## src/design/arrlt_pkg.sv

```systemverilog
// Shared types and constants for the address range reverse lookup table.
package arrlt_pkg;

	localparam int TABLE_ENTRIES = 32;
	localparam int ADDR_BITS = 48;
	localparam int FIELD_ADDR_W = 48;
	localparam int BYTES_W = 48;
	localparam int HANDLE_W = 32;
	localparam int FLAGS_W = 32;
	localparam int IDX_BITS = (TABLE_ENTRIES > 1) ? $clog2(TABLE_ENTRIES) : 1;
	localparam int CNT_BITS = $clog2(TABLE_ENTRIES + 1);

	typedef enum logic [1:0] {
		ST_OK        = 2'd0,
		ST_IGNORED   = 2'd1,
		ST_FULL      = 2'd2,
		ST_NOT_FOUND = 2'd3
	} arrlt_status_t;

	typedef enum logic {
		ACT_INSERT = 1'b0,
		ACT_LOOKUP = 1'b1
	} arrlt_action_t;

	typedef struct packed {
		logic                 valid;
		logic [ADDR_BITS-1:0] start;
		logic [ADDR_BITS-1:0] stop;
		logic [HANDLE_W-1:0]  handle;
		logic [FLAGS_W-1:0]   flags;
	} arrlt_entry_t;

	typedef struct packed {
		logic                 en;
		logic                 all;
		logic [IDX_BITS-1:0]  idx;
		logic [ADDR_BITS-1:0] start;
		logic [ADDR_BITS-1:0] stop;
		logic [HANDLE_W-1:0]  handle;
		logic [FLAGS_W-1:0]   flags;
	} arrlt_wr_t;

	typedef struct packed {
		arrlt_status_t        status;
		logic [HANDLE_W-1:0]  handle;
		logic [ADDR_BITS-1:0] stop;
		logic [FLAGS_W-1:0]   flags;
	} arrlt_result_t;

endpackage

```

## src/design/arrlt_seq.sv

```systemverilog
// Scan sequencer: walks the table one entry per cycle through a shared compare unit.
module arrlt_seq import arrlt_pkg::*; (
	input  logic                    clk,
	input  logic                    arst_n,
	input  logic                    in_valid,
	output logic                    in_stall,
	input  logic                    action,
	input  logic [FIELD_ADDR_W-1:0] address,
	input  logic [FIELD_ADDR_W-1:0] end_address,
	input  logic [HANDLE_W-1:0]     resource_handle,
	input  logic [BYTES_W-1:0]      resource_bytes,
	input  logic [FLAGS_W-1:0]      state_word,
	input  logic [FIELD_ADDR_W-1:0] min_size,
	output logic [IDX_BITS-1:0]     rd_addr,
	input  arrlt_entry_t            rd,
	output arrlt_wr_t               wr,
	output logic                    res_valid,
	input  logic                    res_take,
	output arrlt_result_t           res
);

	typedef enum logic [1:0] {
		S_IDLE,
		S_SCAN,
		S_FINISH
	} state_t;

	state_t               state_q;
	arrlt_action_t        op_q;
	logic [ADDR_BITS-1:0] addr_q;
	logic [ADDR_BITS-1:0] stop_q;
	logic [HANDLE_W-1:0]  handle_q;
	logic [FLAGS_W-1:0]   flags_q;
	logic [ADDR_BITS:0]   reach_q;
	logic [CNT_BITS-1:0]  cnt_q;
	logic                 pend_s1;
	logic [IDX_BITS-1:0]  idx_s1;
	logic                 hit_q;
	logic [IDX_BITS-1:0]  hit_idx_q;
	logic                 free_q;
	logic [IDX_BITS-1:0]  free_idx_q;
	logic [ADDR_BITS-1:0] best_start_q;
	logic [ADDR_BITS-1:0] best_stop_q;
	logic [HANDLE_W-1:0]  best_handle_q;
	logic [FLAGS_W-1:0]   best_flags_q;
	arrlt_status_t        status_q;

	logic                 accept;
	logic [ADDR_BITS-1:0] in_addr;
	logic [ADDR_BITS-1:0] in_min;
	logic                 issuing;
	logic                 scan_done;
	logic                 same_region;
	logic                 covers;
	logic                 better;

	assign accept = in_valid && (state_q == S_IDLE);
	assign in_stall = (state_q != S_IDLE);
	assign in_addr = address[ADDR_BITS-1:0];
	assign in_min = min_size[ADDR_BITS-1:0];
	assign issuing = (cnt_q < CNT_BITS'(TABLE_ENTRIES));
	assign scan_done = (state_q == S_SCAN) && !issuing && !pend_s1;
	assign rd_addr = cnt_q[IDX_BITS-1:0];

	// shared compare unit, applied to the entry read back this cycle
	assign same_region = rd.valid && (rd.start == addr_q) && (rd.handle == handle_q);
	assign covers = rd.valid && (rd.start <= addr_q) && (addr_q < rd.stop)
		&& (reach_q <= {1'b0, rd.stop});
	assign better = !hit_q || (rd.start > best_start_q);

	always_comb begin
		wr.en = scan_done && (op_q == ACT_INSERT) && (hit_q || free_q);
		wr.all = !hit_q;
		wr.idx = hit_q ? hit_idx_q : free_idx_q;
		wr.start = addr_q;
		wr.stop = stop_q;
		wr.handle = handle_q;
		wr.flags = flags_q;
	end

	assign res_valid = (state_q == S_FINISH);
	always_comb begin
		res.status = status_q;
		res.handle = '0;
		res.stop = '0;
		res.flags = '0;
		if (op_q == ACT_LOOKUP && hit_q) begin
			res.handle = best_handle_q;
			res.stop = best_stop_q;
			res.flags = best_flags_q;
		end
	end

	always_ff @(posedge clk or negedge arst_n) begin
		if (!arst_n) begin
			state_q <= S_IDLE;
			op_q <= ACT_INSERT;
			addr_q <= '0;
			stop_q <= '0;
			handle_q <= '0;
			flags_q <= '0;
			reach_q <= '0;
			cnt_q <= '0;
			pend_s1 <= 1'b0;
			idx_s1 <= '0;
			hit_q <= 1'b0;
			hit_idx_q <= '0;
			free_q <= 1'b0;
			free_idx_q <= '0;
			best_start_q <= '0;
			best_stop_q <= '0;
			best_handle_q <= '0;
			best_flags_q <= '0;
			status_q <= ST_OK;
		end else begin
			case (state_q)
				S_IDLE: begin
					if (accept) begin
						op_q <= arrlt_action_t'(action);
						addr_q <= in_addr;
						stop_q <= end_address[ADDR_BITS-1:0];
						handle_q <= resource_handle;
						flags_q <= state_word;
						reach_q <= {1'b0, in_addr} + {1'b0, in_min};
						cnt_q <= '0;
						pend_s1 <= 1'b0;
						hit_q <= 1'b0;
						free_q <= 1'b0;
						if (action == ACT_INSERT) begin
							if (resource_handle == '0 || resource_bytes == '0
								|| in_addr == '0) begin
								status_q <= ST_IGNORED;
								state_q <= S_FINISH;
							end else begin
								state_q <= S_SCAN;
							end
						end else begin
							if (in_addr == '0) begin
								status_q <= ST_NOT_FOUND;
								state_q <= S_FINISH;
							end else begin
								state_q <= S_SCAN;
							end
						end
					end
				end
				S_SCAN: begin
					// advance the read address; data returns in the next cycle
					pend_s1 <= issuing;
					idx_s1 <= cnt_q[IDX_BITS-1:0];
					if (issuing) begin
						cnt_q <= cnt_q + 1'b1;
					end
					if (pend_s1) begin
						if (op_q == ACT_INSERT) begin
							if (same_region && !hit_q) begin
								hit_q <= 1'b1;
								hit_idx_q <= idx_s1;
							end
							if (!rd.valid && !free_q) begin
								free_q <= 1'b1;
								free_idx_q <= idx_s1;
							end
						end else if (covers && better) begin
							hit_q <= 1'b1;
							best_start_q <= rd.start;
							best_stop_q <= rd.stop;
							best_handle_q <= rd.handle;
							best_flags_q <= rd.flags;
						end
					end
					if (scan_done) begin
						if (op_q == ACT_INSERT) begin
							status_q <= (hit_q || free_q) ? ST_OK : ST_FULL;
						end else begin
							status_q <= hit_q ? ST_OK : ST_NOT_FOUND;
						end
						state_q <= S_FINISH;
					end
				end
				S_FINISH: begin
					if (res_take) begin
						state_q <= S_IDLE;
					end
				end
				default: begin
					state_q <= S_IDLE;
				end
			endcase
		end
	end

endmodule

```

## config.mk

```make
export PLATFORM = sky130hd
export DESIGN_NAME = arrlt_seq
export DESIGN_NICKNAME = d
export VERILOG_FILES = /design/src/design/arrlt_pkg.sv /design/src/design/arrlt_seq.sv
export SDC_FILE = /design/constraint.sdc
export NUM_CORES = 1
export LEC_CHECK = 0
export BUFFER_PORTS_ARGS = -buffer_cell sky130_fd_sc_hd__buf_2
export CELL_PAD_IN_SITES_DETAIL_PLACEMENT = 1
export CELL_PAD_IN_SITES_GLOBAL_PLACEMENT = 1
export CORE_AREA = 4 4 274 276
export DETAILED_ROUTE_END_ITERATION = 6
export DIE_AREA = 0 0 278 280
export PLACE_DENSITY_LB_ADDON = 0.1
export SLEW_MARGIN = 0
export SYNTH_ARGS = -nofsm -noshare
export SYNTH_HDL_FRONTEND = slang
export SYNTH_SLANG_ARGS = --single-unit
```

## constraint.sdc

```tcl
create_clock -name clk -period 3.6 [get_ports clk]
set_input_delay 0.18 -clock clk [delete_from_list [all_inputs] [get_ports clk]]
set_output_delay 0.18 -clock clk [all_outputs]
set_load 0.01 [all_outputs]
```

Word level (Yosys, flattened, before mapping)
Cells that the tools add are included.
{ "classes": {"order_cmp": 5, "mux": 32, "n_bitwise": 1, "reduce_logical": 39, "eq_ne": 15, "add_sub_neg": 2} }
{ "ops": {"columns": ["cell", "n"], "rows": [
  ["two-way mux 112 bit", 1],
  ["logical NOT 48 bit", 2],
  ["adder 48 x 48 -> 49 bit", 1],
  ["less-or-equal comparator 49 x 48 -> 1 bit", 1],
  ["equality test 48 bit", 1],
  ["> comparator 48 bit", 1],
  ["less-or-equal comparator 48 bit", 1],
  ["< comparator 48 bit", 1],
  ["equality test 32 bit", 1],
  ["logical NOT 32 bit", 1],
  ["two-way mux 2 bit", 14],
  ["AND reduction 5 bit", 3],
  ["logical AND 1 bit", 14],
  ["two-way mux 6 bit", 2],
  ["inequality test 3 x 2 -> 1 bit, second input constant", 4],
  ["one-hot mux 6 bit (2 select lines)", 1],
  ["AND reduction 4 bit", 3],
  ["inequality test 2 bit, second input constant", 5],
  ["two-way mux 1 bit", 8],
  ["adder 6 x 1 -> 6 bit, second input constant", 1],
  ["< comparator 6 bit, second input constant", 1],
  ["one-hot mux 1 bit (2 select lines)", 3],
  ["one-hot mux 2 bit (3 select lines)", 1],
  ["AND reduction 3 bit", 2],
  ["11 further kinds", 21]
]} }
{ "totals": {"elab_cells": 113, "output_inout_bits": 288, "in_bits": 422, "ff_bits": 398} }

Longest topological paths before layout
Gate-level depths: netlist of the first run.
{ "depth": {"ltp_word": 9, "mapped_depth": 14, "depth_no_buf": 13} }

Worst setup path after synthesis of the first run
OpenSTA, ideal clock, no wires.
{ "synth_path": {"path_kind": "register to register", "startpoint": "register addr_q[41]", "endpoint": "register best_flags_q[0]", "t_required_ns": 3.473, "t_arrival_ns": 3.054, "setup_time_ns": 0.127, "path_buffers": 2, "path_slack_ns": 0.418, "path_stages_with_launch": 15, "synth_period_minus_slack_ns": 3.182, "cell_sequence": "dfrtp_1 -> inv_1 -> ha_1 -> a21o_1 -> a21o_1 -> a21oi_1 -> o21a_1 -> nor2_1 -> a2111oi_0 -> o21ai_0 -> a2111o_1 -> nor3_2 -> buf_4 -> buf_6 -> mux2_1"} }
{ "synth_via": {"elab_chain_cells": 6, "word_cells_on_any_way": 7, "cone_classes": "order compare: 2; reduce/logical: 5"} }
{ "synth_lines": {"columns": ["item", "line", "text"], "rows": [
  ["from (decl)", "arrlt_seq.sv:30", "logic [ADDR_BITS-1:0] addr_q;"],
  ["from (signal assigned)", "arrlt_seq.sv:120", "addr_q <= in_addr;"],
  ["less-or-equal comparator 48 bit", "arrlt_seq.sv:67", "assign covers = rd.valid && (rd.start <= addr_q) && (addr_q < rd.stop)"],
  ["logical AND 1 bit", "arrlt_seq.sv:67", null],
  ["logical AND 1 bit (*)", "arrlt_seq.sv:67", null],
  ["logical AND 1 bit (*)", "arrlt_seq.sv:68", "&& (reach_q <= {1'b0, rd.stop});"],
  ["logical AND 1 bit (*)", "arrlt_seq.sv:164", "end else if (covers && better) begin"],
  ["AND reduction 4 bit (no source line) (*)", null, null],
  ["to (signal assigned)", "arrlt_seq.sv:169", "best_flags_q <= rd.flags;"],
  ["to (decl)", "arrlt_seq.sv:45", "logic [FLAGS_W-1:0] best_flags_q;"]
]} }
Mark *: on every way between the ends. The rest lies on a longest branch, timed or not.
A chain may end at the register's enable or synchronous reset.

Final worst setup path of the first run
{ "layout_path": {"startpoint": "register addr_q[33]", "endpoint": "register best_flags_q[3]"} }
The elaborated chain is that of the path after synthesis.

==> impl_results.md, run 1 <==
- Outcome: complete, no violations
- Overall Power: 22.4 mW
- CP Max Fanout: 8
- Clock share of power: 22.4%
- CP required: 4080 ps
- Syn Nets: 3135
- Core area: 72600 um^2
- Worst path slowest cell: a2111o_1
- Layout Nets: 4198
- Post-Layout Cell Count: 4540
- GRT Util Overall: 26.5%
- Die Area: 77800 um^2
- DP Worst Slack: -700 ps
- Total gr overflow: 0
- Number of synthesized register bits: 398
- Setup crit end kind: flop
- Most frequent cells in the layout: buf_2 (708), nand2_1 (490), dfrtp_1 (396), dlygate4sd3_1 (325), ha_1 (235)
- Post-route ant nets: 0
- Largest net degree at the start of global routing: 97
- Final hold vios: 0
- Commonest non-fill, non-tap cell in the layout: buf_2
- Starting Density: 32.4%
- P_sw: 8.94 mW
- Commonest register cell after synthesis: dfrtp_1
- Clock Tree Root: clkbuf_16
- Drt total wl: 109 mm
- H-tree depth: 2
- FP Rows: 99
- Min cycle time layout: 3580 ps
- Net Sw Frac: 39.9%
- CTS Buffer Depth: 3
- Clock tree sinks: 398
- Layout cell share with drive strength beyond 1: 29.4%
- CTS tree: done
- First-pass DRT Iterations: 5
- CP delay by family, top: compound AO/OA/AOI/OAI gates
- Top-area cell type share of the netlist area: 42.3%
- Setup violators final: 0
- CP Cell Sequence: ha_4, a21o_1, a21o_1, a21oi_1, buf_4, nor3_1, a2111oi_2, buf_4, o21bai_4, a2111o_1, nor3_4, buf_6, clkbuf_16, clkbuf_16, mux2_4
- Slew of the pin with the lowest slew margin: 900 ps
- Fin. max-slew vios: 0
- I/O Buffers: 709
- Worst Slack Setup Final: 19.9 ps
- Crit path DAT: 4060 ps
- Ys Warns: 0
- Int Pwr: 13.5 mW
- Worst-skew pair later-pin latency: 610 ps
- Leakage: 18.2 nW
- Critical path class: flop to flop
- Number of global-route vias before repair: 25703
- Syn Area/Cell: 9.53 um^2
- CP startpoint kind: flop
- Worst Hold Class: input pin to flop
- CP max stage delay: 460 ps
- Via Count: 23172
- # IOs: 710
- WL per Instance: 24.1 um
- Slew margin rel.: 40.0%
- Die Span X: 278 um
- VDD IR max: 0.358 mV
- CTS Buf Count: 49
- Register share of total power: 34.5%
- RSZ-0062 raised after global routing: yes
- DR vias/cell: 5.10
- Initial antenna violation count: 13
- Setup TNS: 0 ps
- Initial drt markers: 975
- Synthesized instance count: 2472
- P per Cell Area: 652 nW/um^2
- Syn Std Cell Area: 23600 um^2
- Detail Placement HPWL: 84.0 mm
- Dominant cells by area after synthesis: dfrtp_1 (42%), ha_1 (13%), nand2_1 (7.8%)
- Post-synthesis sequential area ratio: 42.3%
- Post-layout util: 47.3%
- Clk pin slew, worst setup/hold paths: 60 ps
- R2r setup slk: 20 ps
- Number of flops mapped to enable cells by yosys: 0
- Max-cap violations: 0
- Synth area leader: dfrtp_1
- Chip height: 280 um
- Remaining DRCs: 0
- Global-route wire length before repair: 159 mm
- Netlist cell types: 69
- FMAX: 0.279 GHz
- GP Congestion: 0.943
- Area grow syn2layout: 45.8%
- Clock skew: 29.6 ps
- Filler instances: 8395
- Placed Instances: 4098
- Worst Path Buf+Inv: 5
- Power share of the combinational group: 43.1%
- Async set-reset flop share out of synthesis: 100%
- Period utilization: 99.4%
worst paths after layout:
| path | startpoint | depth (start not counted) | endpoint |
|---|---|---|---|
| worst max register to register | addr_q[33] | 15 | best_flags_q[3] |
| max in group asynchronous | arst_n | 3 | stop_q[28] |
| worst max-delay path | addr_q[33] | 15 | best_flags_q[3] |
| worst min-delay path | address[0] | 4 | reach_q[0] |
| min in group asynchronous | arst_n | 2 | best_stop_q[9] |
| worst min register to register | stop_q[18] | 2 | stop_q[18] |
registers in the layout (all words and copies together), names as in the netlist:
register       count
idx_s1             5
addr_q            48
reach_q           49
free_idx_q         5
best_flags_q      32
best_start_q      48
free_q             1
cnt_q              6
op_q               1
best_stop_q       48
best_handle_q     32
pend_s1            1
state_q            2
stop_q            48
flags_q           32
hit_q              1
handle_q          32
status_q           2
hit_idx_q          5
layout make-up:
class / instances / area (um^2) / share of cell area, %
multi-input combinational: 1800 / 13000 / 37.8
sequential: 398 / 9970 / 29.0
timing repair buffer: 1121 / 7940 / 23.1
clock buffer: 76 / 1440 / 4.19
tap: 959 / 1200 / 3.49
inverter: 165 / 619 / 1.80
clock inverter: 14 / 173 / 0.503
antenna: 7 / 17.5 / 0.0510
metrics by stage:
stage	cell area (um^2)	hold slack [ps]
after global routing	34300	41.2
after detailed placement	28500	319
after floorplan	23600	-116
final	34300	49.0
after global placement	28500	308
after CTS	33600	11.1
cells by family after synthesis:
family	synth area share [%]
mux	8.46
compound gates	11.4
xor+xnor	2.64
simple gates	17.5
buf+inv	4.81
fa+ha+maj	12.8
flops	42.3
routing by layer:
layer / wire [um] / global-route usage [%] / vias up / share of wire (%)
met1: 43500 / 30.9 / 11530 / 40
met3: 5670 / 4.80 / 170 / 5.2
met4: 3940 / 8.77 / 2 / 3.6
met5: 13 / 0 / - / 0.012
met2: 56300 / 49.0 / 699 / 51
li1: - / - / 10771 / -
power groups by stage:
| stage | Sequential, mW | Combinational, mW | Clock (mW) |
|---|---|---|---|
| 2_1_floorplan | 7.78 | 4.81 | 0 |
| 3_3_place_gp | 7.63 | 8.54 | 0 |
| 3_5_place_dp | 7.73 | 8.87 | 0 |
| 4_1_cts | 7.68 | 9.31 | 5.17 |
| 5_1_grt | 7.97 | 10.7 | 5.35 |
| 6_report | 7.72 | 9.66 | 5.02 |
timing repair:
| action | CTS | global route |
|---|---|---|
| endpoints found under the hold margin | 411 | 0 |
| pin swaps | 11 | 11 |
| gates resized for setup | 31 | 115 |
| setup buffers | 4 | 4 |
| setup endpoints to repair | 161 | 169 |
| hold buffers | 325 | 0 |
| gates cloned | 2 | 12 |
cells in the mapped netlist, types with 9 or more instances:
| cell | instances |
|---|---|
| xor2_1 | 24 |
| dfrtp_1 | 398 |
| o21ai_0 | 133 |
| ha_1 | 240 |
| nand2b_1 | 12 |
| nor2_1 | 49 |
| a211oi_1 | 17 |
| a21o_1 | 95 |
| nor2b_1 | 18 |
| o21bai_1 | 10 |
| xnor2_1 | 47 |
| nand2_1 | 492 |
| clkbuf_1 | 81 |
| nand3_1 | 28 |
| and3_1 | 122 |
| o21a_1 | 14 |
| mux2_1 | 100 |
| buf_6 | 10 |
| mux2_2 | 76 |
| a31oi_1 | 9 |
| a21oi_1 | 95 |
| nor4_1 | 43 |
| nand4_1 | 64 |
| nor3_1 | 22 |
| inv_1 | 165 |
worst reg2reg max path, stage by stage, from the launching register on:
cell and delay [ps]:
dfrtp_1 430, ha_4 240, a21o_1 160, a21o_1 180, a21oi_1 170, buf_4 130, nor3_1 60, a2111oi_2 250
buf_4 200, o21bai_4 70, a2111o_1 460, nor3_4 230, buf_6 200, clkbuf_16 210, clkbuf_16 180, mux2_4 300
No activity file was read; power rests on OpenSTA's default activity.
==> run 2: changes to the inputs <==
--- a/config.mk
+++ b/config.mk
@@ -12,6 +12,7 @@
 export DETAILED_ROUTE_END_ITERATION = 6
 export DIE_AREA = 0 0 278 280
 export PLACE_DENSITY_LB_ADDON = 0.1
+export RECOVER_POWER = 25
 export SLEW_MARGIN = 0
 export SYNTH_ARGS = -nofsm -noshare
 export SYNTH_HDL_FRONTEND = slang
==> run 2 against run 1 <==
Compared with the run above: the flow now finishes with violations (capacitance limit, slew limit); maximum frequency grew 0.21%; global-route usage is the same; combinational power is essentially flat; final cell count is essentially flat; die area is the same; hold slack gained 0.52 ps; cell area is essentially flat; register-to-register slack is essentially flat; sequential power is essentially flat; clock power is essentially flat; wire length grew 0.10%; critical path type unchanged; largest cell class unchanged.
==> impl_results.md, run 2 (same netlist as run 1, synthesis figures left out) <==
- Outcome: complete, but fails checks
- Failing checks: capacitance limit, slew limit
- FMAX: 0.280 GHz (+0.21%)
- Period utilization: 99.2% (-0.21 points)
- P per Cell Area: 653 nW/um^2 (about the same)
- VDD IR max: 0.358 mV (+0.20%)
- Leakage: 18.2 nW (about the same)
- R2r setup slk: 30 ps (about the same)
- GRT Util Overall: 26.5% (unchanged)
- CP startpoint kind: flop
- Setup crit end kind: flop
- Largest register FFs: 49 (unchanged)
- Initial drt markers: 969 (-0.62%)
- Fin. max-slew vios: 92 (+92)
- FP Rows: 99 (unchanged)
- Initial antenna violation count: 13 (unchanged)
- RR Startpoint: addr_q[33]
- Die Span X: 278 um (unchanged)
- Slew of the pin with the lowest slew margin: 2960 ps (+2060 ps)
- Crit path DAT: 4050 ps (about the same)
- H-tree depth: 2 (unchanged)
- GP Congestion: 0.943 (unchanged)
- Global-route wire length before repair: 159 mm (unchanged)
- Total gr overflow: 0 (unchanged)
- Hold EP: reach_q[0]
- Number of global-route vias before repair: 25703 (unchanged)
- Clock skew: 28.6 ps (-1.00 ps)
- Commonest non-fill, non-tap cell in the layout: buf_2
- Clk pin slew, worst setup/hold paths: 60 ps (about the same)
- Overall Power: 22.4 mW (about the same)
- RSZ-0062 raised after global routing: yes
- CP Max Fanout: 8 (unchanged)
- Worst Slack Setup Final: 27.6 ps (+7.67 ps)
- I/O Buffers: 709 (unchanged)
- Final hold vios: 0 (unchanged)
- DP Worst Slack: -700 ps (unchanged)
- Most frequent cells in the layout: buf_2 (708), nand2_1 (490), dfrtp_1 (396), dlygate4sd3_1 (325), ha_1 (235)
- Layout cell share with drive strength beyond 1: 29.4% (about the same)
- WL per Instance: 24.1 um (about the same)
- Worst-skew pair later-pin latency: 610 ps (about the same)
- Max-cap violations: 1 (+1)
- Worst hold path depth: 4 (unchanged)
- Critical path class: flop to flop
- Largest net degree at the start of global routing: 97 (unchanged)
- Die Area: 77800 um^2 (unchanged)
- CTS Buffer Depth: 3 (unchanged)
- HP Start: address[0]
- Worst Hold Class: input pin to flop
- Detail Placement HPWL: 84.0 mm (unchanged)
- CTS Buf Count: 49 (unchanged)
- DR vias/cell: 5.11 (about the same)
- Remaining DRCs: 0 (unchanged)
- Core area: 72600 um^2 (unchanged)
- Layout Nets: 4198 (unchanged)
- Via Count: 23190 (+0.078%)
- Starting Density: 32.4% (unchanged)
- CTS tree: done
- Chip height: 280 um (unchanged)
- Clock Tree Root: clkbuf_16
- CP required: 4080 ps (about the same)
- # IOs: 710 (unchanged)
- Reg2reg path depth: 15 (unchanged)
- Setup violators final: 0 (unchanged)
- Area grow syn2layout: 45.8% (about the same)
- Post-route ant nets: 0 (unchanged)
- FF-to-FF End: best_flags_q[3]
- Min cycle time layout: 3570 ps (-7.67 ps)
- Clock tree sinks: 398 (unchanged)
- First-pass DRT Iterations: 5 (unchanged)
- Slew margin rel.: -97.3% (-140 points)
- Post-layout util: 47.3% (about the same)
- Filler instances: 8398 (+0.036%)
- Drt total wl: 110 mm (+0.10%)
- Biggest register: reach_q
run 2: how the worst max path moves through the flow:
stage / start / to / slack, ps / cells past startpoint
floorplan: addr_q[41] / best_flags_q[0] / 420 / 14
global placement: reach_q[47] / best_handle_q[31] / -680 / 12
detailed placement: reach_q[45] / best_stop_q[9] / -700 / 12
CTS: min_size[0] / reach_q[48] / 0.006 / 17
global route: addr_q[33] / best_start_q[27] / -110 / 15
finish: addr_q[33] / best_flags_q[3] / 30 / 15
run 2: metrics by stage:
stage                     instances  hold WS [ps]  setup TNS [ps]  area [um^2]
after CTS                      4518          11.1               0        33600
after detailed placement       4098           319         -102990        28500
after global placement         4098           308         -102210        28500
after floorplan                2472          -116               0        23600
final                          4541          49.5               0        34300
after global routing           4539          41.2           -8270        34300
run 2: worst max-delay path: stages, from the launching register on:
cell,delay [ps]
dfrtp_1,430
ha_4,240
a21o_1,150
a21o_1,180
a21oi_1,170
buf_4,130
nor3_1,60
a2111oi_2,250
buf_4,200
o21bai_4,70
a2111o_1,460
nor3_4,220
buf_6,200
clkbuf_16,200
clkbuf_16,180
mux2_4,300
run 2: layout make-up:
cell class / instances / area, um^2 / area share [%]
antenna: 8 / 20.0 / 0.0583
sequential: 398 / 9970 / 29.0
tap: 959 / 1200 / 3.49
clock buffer: 76 / 1440 / 4.19
inverter: 165 / 619 / 1.80
timing repair buffer: 1121 / 7920 / 23.1
clock inverter: 14 / 173 / 0.503
multi-input combinational: 1800 / 13000 / 37.9
run 2: power breakdown:
group	switching (mW)	internal, mW	total, mW
combinational	5.52	4.15	9.66
clock	2.10	2.91	5.02
sequential	1.33	6.40	7.73
total	8.94	13.5	22.4
run 2: metal layers:
metal	routed length, um	global-route usage [%]	up-vias
met1	43600	30.9	11555
met4	4110	8.77	2
met5	13	0	-
met3	5610	4.80	171
met2	56200	49.0	689
li1	-	-	10773
run 2: timing repair:
item                                   CTS  global route
endpoints found under the hold margin  411             0
pin swaps                               11            11
setup buffers                            4             4
hold buffers                           325             0
resized for setup                       31           115
gates cloned                             2            12
setup endpoints to repair              161           169
==> run 3: changes to the inputs <==
--- a/config.mk
+++ b/config.mk
@@ -5,14 +5,17 @@
 export SDC_FILE = /design/constraint.sdc
 export NUM_CORES = 1
 export LEC_CHECK = 0
+export ABC_AREA = 1
 export BUFFER_PORTS_ARGS = -buffer_cell sky130_fd_sc_hd__buf_2
 export CELL_PAD_IN_SITES_DETAIL_PLACEMENT = 1
 export CELL_PAD_IN_SITES_GLOBAL_PLACEMENT = 1
-export CORE_AREA = 4 4 274 276
+export CORE_AREA = 4 4 272 274
+export CTS_CLUSTER_SIZE = 8
 export DETAILED_ROUTE_END_ITERATION = 6
-export DIE_AREA = 0 0 278 280
+export DIE_AREA = 0 0 276 278
 export PLACE_DENSITY_LB_ADDON = 0.1
 export RECOVER_POWER = 25
+export SETUP_SLACK_MARGIN = 0.05
 export SLEW_MARGIN = 0
 export SYNTH_ARGS = -nofsm -noshare
 export SYNTH_HDL_FRONTEND = slang
==> run 3 against run 2 <==
Compared with the run above: the flow still finishes with violations (capacitance limit, slew limit); synthesized area increased by 7.7%; clock power about the same; cell area rose by 1.5%; combinational power up 9%; final cell count rose by 20%; critical path type unchanged.
==> impl_results.md, run 3 <==
- DR vias/cell: 5.09 (-0.39%)
- Via Count: 27653 (+19%)
- GRT Util Overall: 30.0% (+3.5 points)
- Final hold vios: 0 (unchanged)
- Critical path class: flop to flop
- Leakage: 18.5 nW (+1.5%)
- Outcome: complete, but fails checks
- Commonest non-fill, non-tap cell in the layout: nand2_1
- Synth area leader: dfrtp_1
- Clock skew: 29.0 ps (+0.383 ps)
- Synthesized instance count: 3457 (+40%)
- Syn Area/Cell: 7.34 um^2 (-23%)
- Total gr overflow: 0 (unchanged)
- Top-area cell type share of the netlist area: 39.3% (-3.0 points)
- Chip height: 278 um (-0.71%)
- Failing checks: capacitance limit, slew limit
- CTS tree: done
- Ys Warns: 0 (unchanged)
- CP Max Fanout: 57 (+49)
- Number of synthesized register bits: 398 (unchanged)
- Max-cap violations: 1 (unchanged)
- Fin. max-slew vios: 66 (-28%)
- Initial antenna violation count: 20 (+7)
- Clk pin slew, worst setup/hold paths: 60 ps (about the same)
- Count leader, synth: nand2_1
- Post-route ant nets: 0 (unchanged)
- Clock tree sinks: 398 (unchanged)
- Slew of the pin with the lowest slew margin: 1940 ps (-1020 ps)
- # IOs: 710 (unchanged)
- Hold buffer count at CTS: 325 (unchanged)
- Syn Nets: 4120 (+31%)
- WL per Instance: 21.7 um (-9.9%)
- Crit path DAT: 3790 ps (-260 ps)
- Number of flops mapped to enable cells by yosys: 0 (unchanged)
- Setup violators final: 0 (unchanged)
- Drt total wl: 118 mm (+7.9%)
- Setup crit end kind: flop
- Largest net degree at the start of global routing: 136 (+40%)
- Commonest register cell after synthesis: dfrtp_1
- Setup bufs post-CTS: 0 (-4)
- FP Rows: 98 (-1.0%)
- Die Area: 76700 um^2 (-1.4%)
- VDD IR max: 0.446 mV (+25%)
- Area grow syn2layout: 37.4%
- Min cycle time layout: 3230 ps (-345 ps)
- P per Cell Area: 679 nW/um^2 (+4.0%)
- Core area: 71400 um^2 (-1.7%)
- Worst Hold Class: input pin to flop
- RSZ-0062 raised after global routing: no
- H-tree depth: 2 (unchanged)
- Most frequent cells in the layout: nand2_1 (1142), buf_2 (708), inv_1 (437), dfrtp_1 (398), dlygate4sd3_1 (325)
- GP Congestion: 0.920 (-2.5%)
- I/O Buffers: 709 (unchanged)
- Number of global-route vias before repair: 29144 (+13%)
- First-pass DRT Iterations: 5 (unchanged)
- Remaining DRCs: 0 (unchanged)
- CTS Buf Count: 57 (+16%)
- CP required: 4160 ps (+80 ps)
- Period utilization: 89.7% (-9.6 points)
- Post-CTS Resized: 0 (-100%)
- Dominant cells by area after synthesis: dfrtp_1 (39%), nand2_1 (17%), ha_1 (12%)
- Post-synthesis sequential area ratio: 39.3% (-3.0 points)
- Overall Power: 23.6 mW (+5.6%)
- Async set-reset flop share out of synthesis: 100% (unchanged)
- Syn Std Cell Area: 25400 um^2 (+7.7%)
- FMAX: 0.310 GHz (+11%)
- Slew margin rel.: -29.1% (+68 points)
- Filler instances: 9095 (+8.3%)
- Setup TNS: 0 ps (unchanged)
- Layout Nets: 5118 (+22%)
- Clock Tree Root: clkbuf_16
- Layout cell share with drive strength beyond 1: 18.8% (-11 points)
- CP startpoint kind: flop
- Biggest register: reach_q
- Commonest cells in the netlist: nand2_1 (1144), inv_1 (437), dfrtp_1 (398), nor2_1 (299), ha_1 (240)
- Largest register FFs: 49 (unchanged)
- Detail Placement HPWL: 88.4 mm (+5.2%)
- Die Span X: 276 um (-0.72%)
- Netlist cell types: 47 (-32%)
- Worst-skew pair later-pin latency: 630 ps (+20 ps)
- Starting Density: 35.5% (+3.1 points)
- CTS Buffer Depth: 3 (unchanged)
- Global-route wire length before repair: 180 mm (+13%)
- Initial drt markers: 1624 (+68%)
==> run 3: power breakdown <==
| part | total, mW | leakage, nW | switching [mW] | internal [mW] |
|---|---|---|---|---|
| clock | 5.04 | 0.769 | 2.14 | 2.90 |
| sequential | 8.07 | 5.16 | 1.46 | 6.61 |
| combinational | 10.5 | 12.6 | 6.81 | 3.73 |
| total | 23.6 | 18.5 | 10.4 | 13.2 |
==> run 3: layout make-up <==
class / count / area, um^2 / share of cell area, %
well taps: 950 / 1190 / 3.41
flip-flops and latches: 398 / 9960 / 28.6
inverters: 445 / 1680 / 4.81
clock inverters: 4 / 67.6 / 0.194
clock buffers: 68 / 1510 / 4.33
repair buffers: 1073 / 7270 / 20.9
multi-input cells: 2480 / 13100 / 37.7
diodes: 18 / 45.0 / 0.129
==> run 3: logic make-up after synthesis <==
| family | synth area share, % |
|---|---|
| DFF | 39.3 |
| xor gates and xnor gates | 1.31 |
| muxes | 0.0444 |
| buffers and inverters | 9.10 |
| and+or+nand+nor | 30.0 |
| adders and majority gates | 11.9 |
| AOI/OAI and AO/OA | 8.39 |
==> run 3: final timing paths <==
path	start	endpoint	slack, ps	cells after the start
max	best_start_q[27]	best_stop_q[25]	370	13
min	min_size[9]	reach_q[9]	40	5
max reg2reg	best_start_q[27]	best_stop_q[25]	370	13
min reg2reg	best_flags_q[24]	best_flags_q[24]	470	2
max in group asynchronous	arst_n	stop_q[45]	810	3
min in group asynchronous	arst_n	best_flags_q[6]	630	2
==> run 3: stage by stage <==
stage	instances	hold WS [ps]	cell area (um^2)	setup WS (ps)	utilization [%]
3_5_place_dp	5021	206	30000	484	42.0
5_1_grt	5433	61.9	34800	251	48.8
4_1_cts	5418	9.88	34800	445	48.8
2_1_floorplan	3457	-116	25400	1290	-
6_report	5436	42.2	34800	372	48.8
3_3_place_gp	5021	216	30000	472	42.0
==> run 3: worst max-delay path: stages (launching register included) <==
cell and delay [ps]:
dfrtp_1 340, inv_1 40, ha_1 290, nand2_1 80, nor3_1 410, nand3_1 250
nor2_1 310, nand2_1 90, nand3_1 80, nand2_1 100, nand2_4 110, buf_4 570
nand4_1 290, nand2_1 130
==> run 3: routing by layer <==
| layer | global-route usage (%) | vias to the layer above | routed length, um |
|---|---|---|---|
| met3 | 5.90 | 228 | 6890 |
| met5 | 0 | - | 26 |
| met4 | 10.4 | 4 | 4480 |
| met2 | 50.3 | 806 | 56400 |
| met1 | 38.7 | 13448 | 50300 |
| li1 | - | 13167 | - |
